==> src/hdl/jlp_pkg.sv <==
// ----------------------------------------------------------------------------
// jlp_pkg
// shared types and constants of the jerk-limited pid step
// ----------------------------------------------------------------------------
package jlp_pkg;

    localparam int CFG_IDX_W  = 3;
    localparam int CFG_DATA_W = 16;

    // register indexes of the configuration port
    localparam logic [CFG_IDX_W-1:0] CFG_TARGET        = 3'd0;
    localparam logic [CFG_IDX_W-1:0] CFG_GAIN_P        = 3'd1;
    localparam logic [CFG_IDX_W-1:0] CFG_GAIN_I        = 3'd2;
    localparam logic [CFG_IDX_W-1:0] CFG_GAIN_D        = 3'd3;
    localparam logic [CFG_IDX_W-1:0] CFG_JERK_STEP     = 3'd4;
    localparam logic [CFG_IDX_W-1:0] CFG_SETTLE_BAND   = 3'd5;
    localparam logic [CFG_IDX_W-1:0] CFG_LIMIT_TICKS   = 3'd6;
    localparam logic [CFG_IDX_W-1:0] CFG_LIMIT_FALLING = 3'd7;

    localparam logic [14:0] SETTLE_BAND_RESET = 15'd40;

    // finish reason codes
    localparam logic [1:0] WHY_RUNNING = 2'd0;
    localparam logic [1:0] WHY_SETTLED = 2'd1;
    localparam logic [1:0] WHY_TIMEOUT = 2'd2;

    localparam logic [6:0] DRIVE_MAX = 7'd127;

    localparam logic signed [39:0] PWR_MAX = {1'b0, {39{1'b1}}};
    localparam logic signed [39:0] PWR_MIN = {1'b1, {39{1'b0}}};

    typedef enum logic [2:0]
    {
        KIND_START,
        KIND_IDLE,
        KIND_TIMEOUT,
        KIND_SETTLED,
        KIND_RUN
    } kind_t;

    typedef struct packed
    {
        logic signed [15:0] target;
        logic signed [15:0] gain_p;
        logic signed [15:0] gain_i;
        logic signed [15:0] gain_d;
        logic [15:0]        jerk_step;
        logic [14:0]        settle_band;
        logic [15:0]        limit_ticks;
        logic               limit_falling;
    } cfg_t;

    // tracking stage to product stage
    typedef struct packed
    {
        logic               valid;
        kind_t              kind;
        logic signed [16:0] err;
        logic signed [17:0] deriv;
        logic signed [31:0] sum;
        logic [31:0]        slew;
    } track_t;

    // power stage to shaping stage
    typedef struct packed
    {
        logic               valid;
        kind_t              kind;
        logic signed [39:0] power;
        logic [31:0]        slew;
    } power_t;

endpackage

==> src/hdl/jlp_cfg_regs.sv <==
// ----------------------------------------------------------------------------
// jlp_cfg_regs
// configuration register bank written through a plain write port
// ----------------------------------------------------------------------------
module jlp_cfg_regs
(
    input  logic                            clk,
    input  logic                            rst_n,
    input  logic                            cfg_we,
    input  logic [jlp_pkg::CFG_IDX_W-1:0]   cfg_index,
    input  logic [jlp_pkg::CFG_DATA_W-1:0]  cfg_data,
    output jlp_pkg::cfg_t                   cfg
);

    jlp_pkg::cfg_t cfg_reg;
    jlp_pkg::cfg_t cfg_next;

    always_comb
    begin
        cfg_next = cfg_reg;
        if (cfg_we)
        begin
            case (cfg_index)
                jlp_pkg::CFG_TARGET:        cfg_next.target        = cfg_data;
                jlp_pkg::CFG_GAIN_P:        cfg_next.gain_p        = cfg_data;
                jlp_pkg::CFG_GAIN_I:        cfg_next.gain_i        = cfg_data;
                jlp_pkg::CFG_GAIN_D:        cfg_next.gain_d        = cfg_data;
                jlp_pkg::CFG_JERK_STEP:     cfg_next.jerk_step     = cfg_data;
                jlp_pkg::CFG_SETTLE_BAND:   cfg_next.settle_band   = cfg_data[14:0];
                jlp_pkg::CFG_LIMIT_TICKS:   cfg_next.limit_ticks   = cfg_data;
                jlp_pkg::CFG_LIMIT_FALLING: cfg_next.limit_falling = cfg_data[0];
                default:                    cfg_next = cfg_reg;
            endcase
        end
    end

    always_ff @(posedge clk or negedge rst_n)
    begin
        if (!rst_n)
        begin
            cfg_reg <= '{target: '0, gain_p: '0, gain_i: '0, gain_d: '0,
                         jerk_step: '0, settle_band: jlp_pkg::SETTLE_BAND_RESET,
                         limit_ticks: '0, limit_falling: 1'b0};
        end
        else
        begin
            cfg_reg <= cfg_next;
        end
    end

    assign cfg = cfg_reg;

endmodule

==> src/hdl/jlp_track.sv <==
// ----------------------------------------------------------------------------
// jlp_track
// move state, error terms and the start / idle / timeout / settle decision
// ----------------------------------------------------------------------------
module jlp_track
(
    input  logic                clk,
    input  logic                rst_n,
    input  logic                advance,
    input  logic                accept,
    input  logic                begin_req,
    input  logic signed [15:0]  measured,
    input  jlp_pkg::cfg_t       cfg,
    output jlp_pkg::track_t     trk
);

    logic signed [16:0] last_error_reg, last_error_next;
    logic signed [31:0] error_sum_reg, error_sum_next;
    logic [31:0]        slew_limit_reg, slew_limit_next;
    logic [15:0]        tick_count_reg, tick_count_next;
    logic               running_reg, running_next;

    logic               valid_reg;
    jlp_pkg::track_t    trk_reg, trk_next;

    logic signed [16:0] err;
    logic signed [17:0] deriv;
    logic [32:0]        sum_wide;
    logic signed [31:0] sum_sat;
    logic [32:0]        slew_wide;
    logic [31:0]        slew_sat;
    logic [16:0]        err_mag;
    logic               settled;
    logic               timed_out;
    jlp_pkg::kind_t     kind;

    always_comb
    begin
        err       = {cfg.target[15], cfg.target} - {measured[15], measured};
        deriv     = {err[16], err} - {last_error_reg[16], last_error_reg};
        sum_wide  = {error_sum_reg[31], error_sum_reg} + {{16{err[16]}}, err};
        // integral saturates to the 32 bit signed range
        if (sum_wide[32] != sum_wide[31])
            sum_sat = sum_wide[32] ? {1'b1, 31'd0} : {1'b0, {31{1'b1}}};
        else
            sum_sat = sum_wide[31:0];
        slew_wide = {1'b0, slew_limit_reg} + {17'd0, cfg.jerk_step};
        slew_sat  = slew_wide[32] ? {32{1'b1}} : slew_wide[31:0];
        err_mag   = err[16] ? 17'(-err) : 17'(err);
        settled   = err_mag < {2'b00, cfg.settle_band};
        timed_out = tick_count_reg >= cfg.limit_ticks;

        if (begin_req)
            kind = jlp_pkg::KIND_START;
        else if (!running_reg)
            kind = jlp_pkg::KIND_IDLE;
        else if (timed_out)
            kind = jlp_pkg::KIND_TIMEOUT;
        else if (settled)
            kind = jlp_pkg::KIND_SETTLED;
        else
            kind = jlp_pkg::KIND_RUN;

        last_error_next = last_error_reg;
        error_sum_next  = error_sum_reg;
        slew_limit_next = slew_limit_reg;
        tick_count_next = tick_count_reg;
        running_next    = running_reg;

        case (kind)
            jlp_pkg::KIND_START:
            begin
                last_error_next = err;
                error_sum_next  = '0;
                slew_limit_next = {16'd0, cfg.jerk_step};
                tick_count_next = '0;
                running_next    = 1'b1;
            end
            jlp_pkg::KIND_TIMEOUT:
            begin
                running_next = 1'b0;
            end
            jlp_pkg::KIND_SETTLED,
            jlp_pkg::KIND_RUN:
            begin
                last_error_next = err;
                error_sum_next  = sum_sat;
                slew_limit_next = slew_sat;
                tick_count_next = tick_count_reg + 16'd1;
                running_next    = (kind == jlp_pkg::KIND_RUN);
            end
            default:
            begin
                running_next = running_reg;
            end
        endcase

        trk_next.valid = accept;
        trk_next.kind  = kind;
        trk_next.err   = err;
        trk_next.deriv = deriv;
        trk_next.sum   = sum_sat;
        trk_next.slew  = slew_sat;
    end

    always_ff @(posedge clk or negedge rst_n)
    begin
        if (!rst_n)
        begin
            last_error_reg <= '0;
            error_sum_reg  <= '0;
            slew_limit_reg <= '0;
            tick_count_reg <= '0;
            running_reg    <= 1'b0;
            valid_reg      <= 1'b0;
        end
        else
        begin
            if (accept)
            begin
                last_error_reg <= last_error_next;
                error_sum_reg  <= error_sum_next;
                slew_limit_reg <= slew_limit_next;
                tick_count_reg <= tick_count_next;
                running_reg    <= running_next;
            end
            if (advance)
                valid_reg <= accept;
        end
    end

    always_ff @(posedge clk)
    begin
        if (advance)
            trk_reg <= trk_next;
    end

    always_comb
    begin
        trk       = trk_reg;
        trk.valid = valid_reg;
    end

endmodule

==> src/hdl/jlp_power.sv <==
// ----------------------------------------------------------------------------
// jlp_power
// gain products, then their sum saturated to the 40 bit q32.8 range
// ----------------------------------------------------------------------------
module jlp_power
(
    input  logic                clk,
    input  logic                rst_n,
    input  logic                advance,
    input  jlp_pkg::track_t     trk,
    input  jlp_pkg::cfg_t       cfg,
    output jlp_pkg::power_t     pwr
);

    logic signed [16:0] err_s;
    logic signed [17:0] deriv_s;
    logic signed [31:0] sum_s;
    logic signed [15:0] gp_s, gi_s, gd_s;

    logic signed [32:0] prod_p_next, prod_p_reg;
    logic signed [47:0] prod_i_next, prod_i_reg;
    logic signed [33:0] prod_d_next, prod_d_reg;
    logic               prod_valid_reg;
    jlp_pkg::kind_t     prod_kind_reg;
    logic [31:0]        prod_slew_reg;

    logic [49:0]        total;
    logic               total_fits;
    logic signed [39:0] power_next;

    logic               pwr_valid_reg;
    jlp_pkg::power_t    pwr_reg;

    assign err_s   = trk.err;
    assign deriv_s = trk.deriv;
    assign sum_s   = trk.sum;
    assign gp_s    = cfg.gain_p;
    assign gi_s    = cfg.gain_i;
    assign gd_s    = cfg.gain_d;

    assign prod_p_next = err_s * gp_s;
    assign prod_i_next = sum_s * gi_s;
    assign prod_d_next = deriv_s * gd_s;

    always_comb
    begin
        total = {{17{prod_p_reg[32]}}, prod_p_reg}
              + {{2{prod_i_reg[47]}}, prod_i_reg}
              + {{16{prod_d_reg[33]}}, prod_d_reg};
        total_fits = (&total[49:39]) || !(|total[49:39]);
        if (total_fits)
            power_next = total[39:0];
        else
            power_next = total[49] ? jlp_pkg::PWR_MIN : jlp_pkg::PWR_MAX;
    end

    always_ff @(posedge clk or negedge rst_n)
    begin
        if (!rst_n)
        begin
            prod_valid_reg <= 1'b0;
            pwr_valid_reg  <= 1'b0;
        end
        else if (advance)
        begin
            prod_valid_reg <= trk.valid;
            pwr_valid_reg  <= prod_valid_reg;
        end
    end

    always_ff @(posedge clk)
    begin
        if (advance)
        begin
            prod_p_reg    <= prod_p_next;
            prod_i_reg    <= prod_i_next;
            prod_d_reg    <= prod_d_next;
            prod_kind_reg <= trk.kind;
            prod_slew_reg <= trk.slew;
            pwr_reg.kind  <= prod_kind_reg;
            pwr_reg.power <= power_next;
            pwr_reg.slew  <= prod_slew_reg;
            pwr_reg.valid <= 1'b0;
        end
    end

    always_comb
    begin
        pwr       = pwr_reg;
        pwr.valid = pwr_valid_reg;
    end

endmodule

==> src/hdl/jlp_shape.sv <==
// ----------------------------------------------------------------------------
// jlp_shape
// slew limiting against the previous power, drive saturation, result register
// ----------------------------------------------------------------------------
module jlp_shape
(
    input  logic                clk,
    input  logic                rst_n,
    input  logic                advance,
    input  jlp_pkg::power_t     pwr,
    input  logic                limit_falling,
    output logic                result_valid,
    output logic signed [7:0]   drive,
    output logic                finished,
    output logic [1:0]          why_finished
);

    logic signed [39:0] last_power_reg;

    logic signed [41:0] power_x, last_x, slew_x, diff_x, lim_x;
    logic signed [39:0] limited;
    logic signed [40:0] p41, abs41;
    logic [32:0]        mag;
    logic [6:0]         mag_sat;
    logic signed [7:0]  drive_run;

    logic               valid_reg;
    logic signed [7:0]  drive_reg, drive_next;
    logic               finished_reg, finished_next;
    logic [1:0]         why_reg, why_next;

    always_comb
    begin
        power_x = {{2{pwr.power[39]}}, pwr.power};
        last_x  = {{2{last_power_reg[39]}}, last_power_reg};
        slew_x  = {10'd0, pwr.slew};
        diff_x  = power_x - last_x;
        lim_x   = power_x;
        if (!limit_falling)
        begin
            if (diff_x > slew_x)
                lim_x = last_x + slew_x;
        end
        else
        begin
            if (diff_x < -slew_x)
                lim_x = last_x - slew_x;
        end
        // the limited value lies between last and new power, so it fits
        limited = lim_x[39:0];

        p41     = {limited[39], limited};
        abs41   = limited[39] ? -p41 : p41;
        mag     = abs41[40:8];
        mag_sat = (mag > {26'd0, jlp_pkg::DRIVE_MAX}) ? jlp_pkg::DRIVE_MAX : mag[6:0];
        drive_run = limited[39] ? -{1'b0, mag_sat} : {1'b0, mag_sat};

        drive_next    = '0;
        finished_next = 1'b1;
        why_next      = jlp_pkg::WHY_RUNNING;
        case (pwr.kind)
            jlp_pkg::KIND_START:
            begin
                finished_next = 1'b0;
            end
            jlp_pkg::KIND_IDLE:
            begin
                finished_next = 1'b1;
            end
            jlp_pkg::KIND_TIMEOUT:
            begin
                why_next = jlp_pkg::WHY_TIMEOUT;
            end
            jlp_pkg::KIND_SETTLED:
            begin
                why_next = jlp_pkg::WHY_SETTLED;
            end
            jlp_pkg::KIND_RUN:
            begin
                drive_next    = drive_run;
                finished_next = 1'b0;
            end
            default:
            begin
                finished_next = 1'b1;
            end
        endcase
    end

    always_ff @(posedge clk or negedge rst_n)
    begin
        if (!rst_n)
        begin
            last_power_reg <= '0;
            valid_reg      <= 1'b0;
        end
        else if (advance)
        begin
            valid_reg <= pwr.valid;
            if (pwr.valid && pwr.kind == jlp_pkg::KIND_START)
                last_power_reg <= '0;
            else if (pwr.valid && pwr.kind == jlp_pkg::KIND_RUN)
                last_power_reg <= limited;
        end
    end

    always_ff @(posedge clk)
    begin
        if (advance)
        begin
            drive_reg    <= drive_next;
            finished_reg <= finished_next;
            why_reg      <= why_next;
        end
    end

    assign result_valid = valid_reg;
    assign drive        = drive_reg;
    assign finished     = finished_reg;
    assign why_finished = why_reg;

endmodule

==> src/hdl/jerk_limited_pid_step.sv <==
// ----------------------------------------------------------------------------
// jerk_limited_pid_step
// slew-rate limited pid controller, one control tick per item
// ----------------------------------------------------------------------------
// throughput: one item per cycle while result_stall does not hold a valid result;
//   the four register stages (track, products, power sum, shaping) all move
//   together, and the last_power loop closes inside the shaping stage
// reset: rst_n clears the move state, the pipe valids and the configuration
//   registers (settle_band to 40); no move is running afterwards
// ----------------------------------------------------------------------------
module jerk_limited_pid_step
(
    input  logic                            clk,
    input  logic                            rst_n,

    // configuration write port
    input  logic                            cfg_we,
    input  logic [jlp_pkg::CFG_IDX_W-1:0]   cfg_index,
    input  logic [jlp_pkg::CFG_DATA_W-1:0]  cfg_data,

    // tick items
    input  logic                            tick_valid,
    output logic                            tick_stall,
    input  logic                            begin_req,
    input  logic signed [15:0]              measured,

    // result items
    output logic                            result_valid,
    input  logic                            result_stall,
    output logic signed [7:0]               drive,
    output logic                            finished,
    output logic [1:0]                      why_finished
);

    jlp_pkg::cfg_t      cfg;
    jlp_pkg::track_t    trk;
    jlp_pkg::power_t    pwr;

    logic advance;
    logic accept;

    // the whole pipe moves unless a valid result sits stalled at the output
    assign advance    = !(result_valid && result_stall);
    assign tick_stall = !advance;
    assign accept     = tick_valid && advance;

    jlp_cfg_regs u_cfg
    (
        .clk       (clk),
        .rst_n     (rst_n),
        .cfg_we    (cfg_we),
        .cfg_index (cfg_index),
        .cfg_data  (cfg_data),
        .cfg       (cfg)
    );

    // stage 1: error terms, integral, slew growth and the item kind
    jlp_track u_track
    (
        .clk       (clk),
        .rst_n     (rst_n),
        .advance   (advance),
        .accept    (accept),
        .begin_req (begin_req),
        .measured  (measured),
        .cfg       (cfg),
        .trk       (trk)
    );

    // stages 2 and 3: three gain products, then the saturated sum
    jlp_power u_power
    (
        .clk     (clk),
        .rst_n   (rst_n),
        .advance (advance),
        .trk     (trk),
        .cfg     (cfg),
        .pwr     (pwr)
    );

    // stage 4: slew limit against last power and the result register
    jlp_shape u_shape
    (
        .clk           (clk),
        .rst_n         (rst_n),
        .advance       (advance),
        .pwr           (pwr),
        .limit_falling (cfg.limit_falling),
        .result_valid  (result_valid),
        .drive         (drive),
        .finished      (finished),
        .why_finished  (why_finished)
    );

    // a finished move always drives zero
    a_finished_zero : assert property (@(posedge clk) disable iff (!rst_n)
        (result_valid && finished) |-> (drive == 8'sd0))
        else $error("finished result with nonzero drive");

    // a finish reason is only given with finished set
    a_why_needs_finished : assert property (@(posedge clk) disable iff (!rst_n)
        (result_valid && why_finished != jlp_pkg::WHY_RUNNING) |-> finished)
        else $error("finish reason without finished");

    // drive stays within the symmetric range
    a_drive_range : assert property (@(posedge clk) disable iff (!rst_n)
        result_valid |-> (drive != 8'sh80))
        else $error("drive outside +-127");

    // an accepted tick reaches the output once the track, product, power sum and shaping registers have each advanced
    a_latency : assert property (@(posedge clk) disable iff (!rst_n)
        (accept && advance ##1 advance ##1 advance ##1 advance) |=> result_valid)
        else $error("result item missing after four cycles");

endmodule
==> config.mk <==
export PLATFORM = sky130hd
export DESIGN_NAME = jerk_limited_pid_step
export DESIGN_NICKNAME = d
export VERILOG_FILES = /design/src/hdl/jlp_pkg.sv /design/src/hdl/jlp_cfg_regs.sv /design/src/hdl/jlp_track.sv /design/src/hdl/jlp_power.sv /design/src/hdl/jlp_shape.sv /design/src/hdl/jerk_limited_pid_step.sv
export SDC_FILE = /design/constraint.sdc
export NUM_CORES = 2
export LEC_CHECK = 0
export BUFFER_PORTS_ARGS = -buffer_cell sky130_fd_sc_hd__buf_2
export CAP_MARGIN = 15
export CELL_PAD_IN_SITES_DETAIL_PLACEMENT = 1
export CELL_PAD_IN_SITES_GLOBAL_PLACEMENT = 2
export CORE_MARGIN = 2
export CORE_UTILIZATION = 47
export CTS_CLUSTER_SIZE = 14
export DETAILED_ROUTE_END_ITERATION = 8
export GPL_ROUTABILITY_DRIVEN = 0
export PLACE_DENSITY = 0.94
export SLEW_MARGIN = 5
export SYNTH_ARGS = -nofsm -noshare
export SYNTH_HDL_FRONTEND = slang
export SYNTH_SLANG_ARGS = --single-unit
==> constraint.sdc <==
create_clock -name clk -period 24.9 [get_ports clk]
set_clock_uncertainty 0.1 [all_clocks]
set_input_delay 4.98 -clock clk [delete_from_list [all_inputs] [get_ports clk]]
set_output_delay 4.98 -clock clk [all_outputs]
set_load 0.02 [all_outputs]
==> flow_summary_export.csv <==
group,metric,value,unit
clock_network,ctsResizeCount,0,
synth,synth_edf_count,338,
sta,worst_pin_slew,1.27,ns
detailed_routing,detail-route-antenna-nets,0,
critical_path,crit_arrival,12.33,ns
critical_path,critPathRequiredTime,25.33,ns
sta,period_minus_slack,11.91,ns
sta,slew_violations,0,
detailed_routing,postRouteWirelength,259000,microns
global_route,grt_pass1_wl,404000,microns
synth,synth_top_area_cell,"fa_1",
global_route,met2_usage,52.3,%
clock_network,clkTransAtPathRegs,0.06,ns
floorplan,die_w,413,microns
synth,yosys-top-cells-area,"fa_1 (27%), edfxtp_1 (13%), ha_1 (11%), dfrtp_1 (8.0%), inv_1 (6.7%)",
finish,drive_above_1_share,5.69,%
clock_network,ctsHoldBuffers,0,
global_route,grt_pass1_vias,68746,
synth,mappedNetlistArea,0.0787,sq mm
floorplan,rows,150,
detailed_routing,drc,0,
place,dp_slack,11.88,ns
critical_path,worstSetupEndpointType,"flop",
global_route,track_usage,30.8,%
clock_network,cts_tree,"built",
floorplan,start_util,47.2,%
sta,max_freq,0.0840,GHz
global_route,antenna_found_initial,17,
global_route,busiest_layer,"met2",
clock_network,cts_buffers,69,
finish,fin_cells,10606,
clock_network,post_cts_buffers,0,
critical_path,ff2ff_setup_slack,14.17,ns
critical_path,crit_path_frequent_cell,"a21oi_1",
floorplan,io_pins,54,
detailed_routing,wire_per_inst,24.4,microns
min_path,hold_class,"flop to flop",
synth,ys_ff_latch,592,
place,hpwlAfterDp,201000,microns
finish,fill_cells,19139,
place,port_buffers,53,
sta,hold_violations,0,
clock_network,clock_latency,0.69,ns
global_route,met3_usage,4.13,%
floorplan,core,0.167,sq mm
detailed_routing,vias,61892,
synth,syn_inst,8409,
clock_network,cts.path.max_buffers,3,
finish,finalNetCount,10104,
critical_path,startpoint,"measured[0]",
floorplan,die_h,413,microns
sta,finalWorstSetupSlack,12.99,ns
clock_network,cts_root_buf,"clkbuf_16",
clock_network,h-tree-depth,3,
synth,ys_types,97,
global_route,grt.overflow.total,0,
finish,largest_reg_flops,112,
place,dpl.cell_count,10461,
finish,regArea,0.0165,sq mm
finish,syn_to_final_growth,6.57,%
sta,finalSetupViolCount,0,
synth,yosysWarnings,0,
synth,synth.most_common_cell,"inv_1",
critical_path,crit_path_end,"u_track.trk[39]",
critical_path,max_stage_delay,0.63,ns
flow_run,timing.max_cap.violations,0,
synth,synthTopCellsByCount,"inv_1 (1413), fa_1 (1061), nand2_1 (957)",
min_path,holdPathStages,0,
critical_path,rr_endpoint,"u_shape.drive[6]",
sta,final.setup.tns,0,ns
finish,multiInputGateArea,0.0558,sq mm
synth,ys_seq_area_share,21.0,%
floorplan,dieArea,0.171,sq mm
critical_path,path_max_fanout,24,
global_route,met1_usage,37.6,%
detailed_routing,dr.first_iter.drc_count,4316,
critical_path,cp-start-kind,"input pin",
critical_path,r2r_cells,34,
critical_path,timing.rr.start,"u_power.pwr[2]",
sta,finalCritPeriodShare,47.8,%
run_status,status,"complete, no violations",
global_route,grt_max_degree,94,
synth,syn_avg_cell_area,9.36,sq um
critical_path,worstSetupPathType,"input pin to flop",
detailed_routing,viasPerCell,5.84,
synth,synth_top_area_share,27.0,%
sta,rsz0062_at_grt,"no",
sta,max-slew-margin-rel,15.1,%
critical_path,crit_slowest_cell,"inv_1",
clock_network,cts_sinks,592,
synth,async_flop_share,42.9,%
synth,synth_fp_nets,10183,
detailed_routing,dr.pass1.iters,5,
synth,synth_top_flop_cell,"edfxtp_1",
-- area by class of cell --
class | instances | share of cell area (%)
diodes | 16 | 0.0478
clock buffers | 85 | 2.21
clock inverters | 42 | 0.658
inverters | 1414 | 6.33
multi-input cells | 6103 | 66.6
flip-flops and latches | 592 | 19.7
well taps | 2204 | 3.29
repair buffers | 150 | 1.22
-- worst min path at each step --
stage	from	slack, ns	to
floorplan	u_track.trk[99]	0.30	u_power.prod_kind_reg[0]
detailed placement	u_power.prod_slew_reg[9]	0.31	u_power.pwr[9]
finish	u_track.trk[25]	0.32	u_power.prod_slew_reg[25]
global route	u_track.trk[29]	0.32	u_power.prod_slew_reg[29]
global placement	u_power.prod_slew_reg[2]	0.30	u_power.pwr[2]
CTS	u_track.trk[25]	0.31	u_power.prod_slew_reg[25]
-- cells by family (layout without fill, tap and decap cells) --
kind of cell             count (synthesis)  count (layout)  synth area share [%]
other                                    0              16                     0
adder cells (fa/ha/maj)               1736            1736                  37.7
flip-flops                             592             592                  21.0
AO/OA/AOI/OAI                         1336            1336                  10.9
AND/OR/NAND/NOR                       2425            2425                  14.9
multiplexers                           172             172                  2.40
XOR/XNOR                               434             434                  4.83
buffers and inverters                 1714            1691                  8.21
-- routing by layer --
layer | vias up | share of wire [%]
met1 | 32140 | 39
met3 | 624 | 5.6
met4 | 8 | 6.6
met5 | - | 0.020
li1 | 27212 | -
met2 | 1908 | 49
-- layout by cell type, fill, tap and decap left out, types with 111 or more instances in the layout --
master,instances
mux2_2,135
ha_1,672
o21ai_0,295
nand2b_1,124
and2_1,403
inv_1,1413
nand2_1,956
dfrtp_1,249
a21o_1,142
nand3_1,127
xnor2_1,323
fa_1,1061
edfxtp_1,338
nor3_1,116
xor2_1,111
a21oi_1,384
nor2_1,369
-- worst max-delay path: cells and delay by family --
| kind | cells | cell delay (ns) |
|---|---|---|
| compound gates | 18 | 3.73 |
| buf+inv | 6 | 1.42 |
| simple gates | 8 | 1.14 |
| fa+ha+maj | 3 | 0.89 |
| mux | 1 | 0.11 |
-- per-stage QoR --
step / hold WS [ns] / utilization [%] / area [sq um]
2_1_floorplan: 0.300 / - / 78700
3_3_place_gp: 0.301 / 48.8 / 81400
3_5_place_dp: 0.306 / 48.8 / 81400
4_1_cts: 0.315 / 50.3 / 83800
5_1_grt: 0.317 / 50.3 / 83800
6_report: 0.316 / 50.3 / 83800
Power is left out: the tool's default activity adds up to more than one toggle a clock period on the data nets, which glitch-free logic cannot reach.
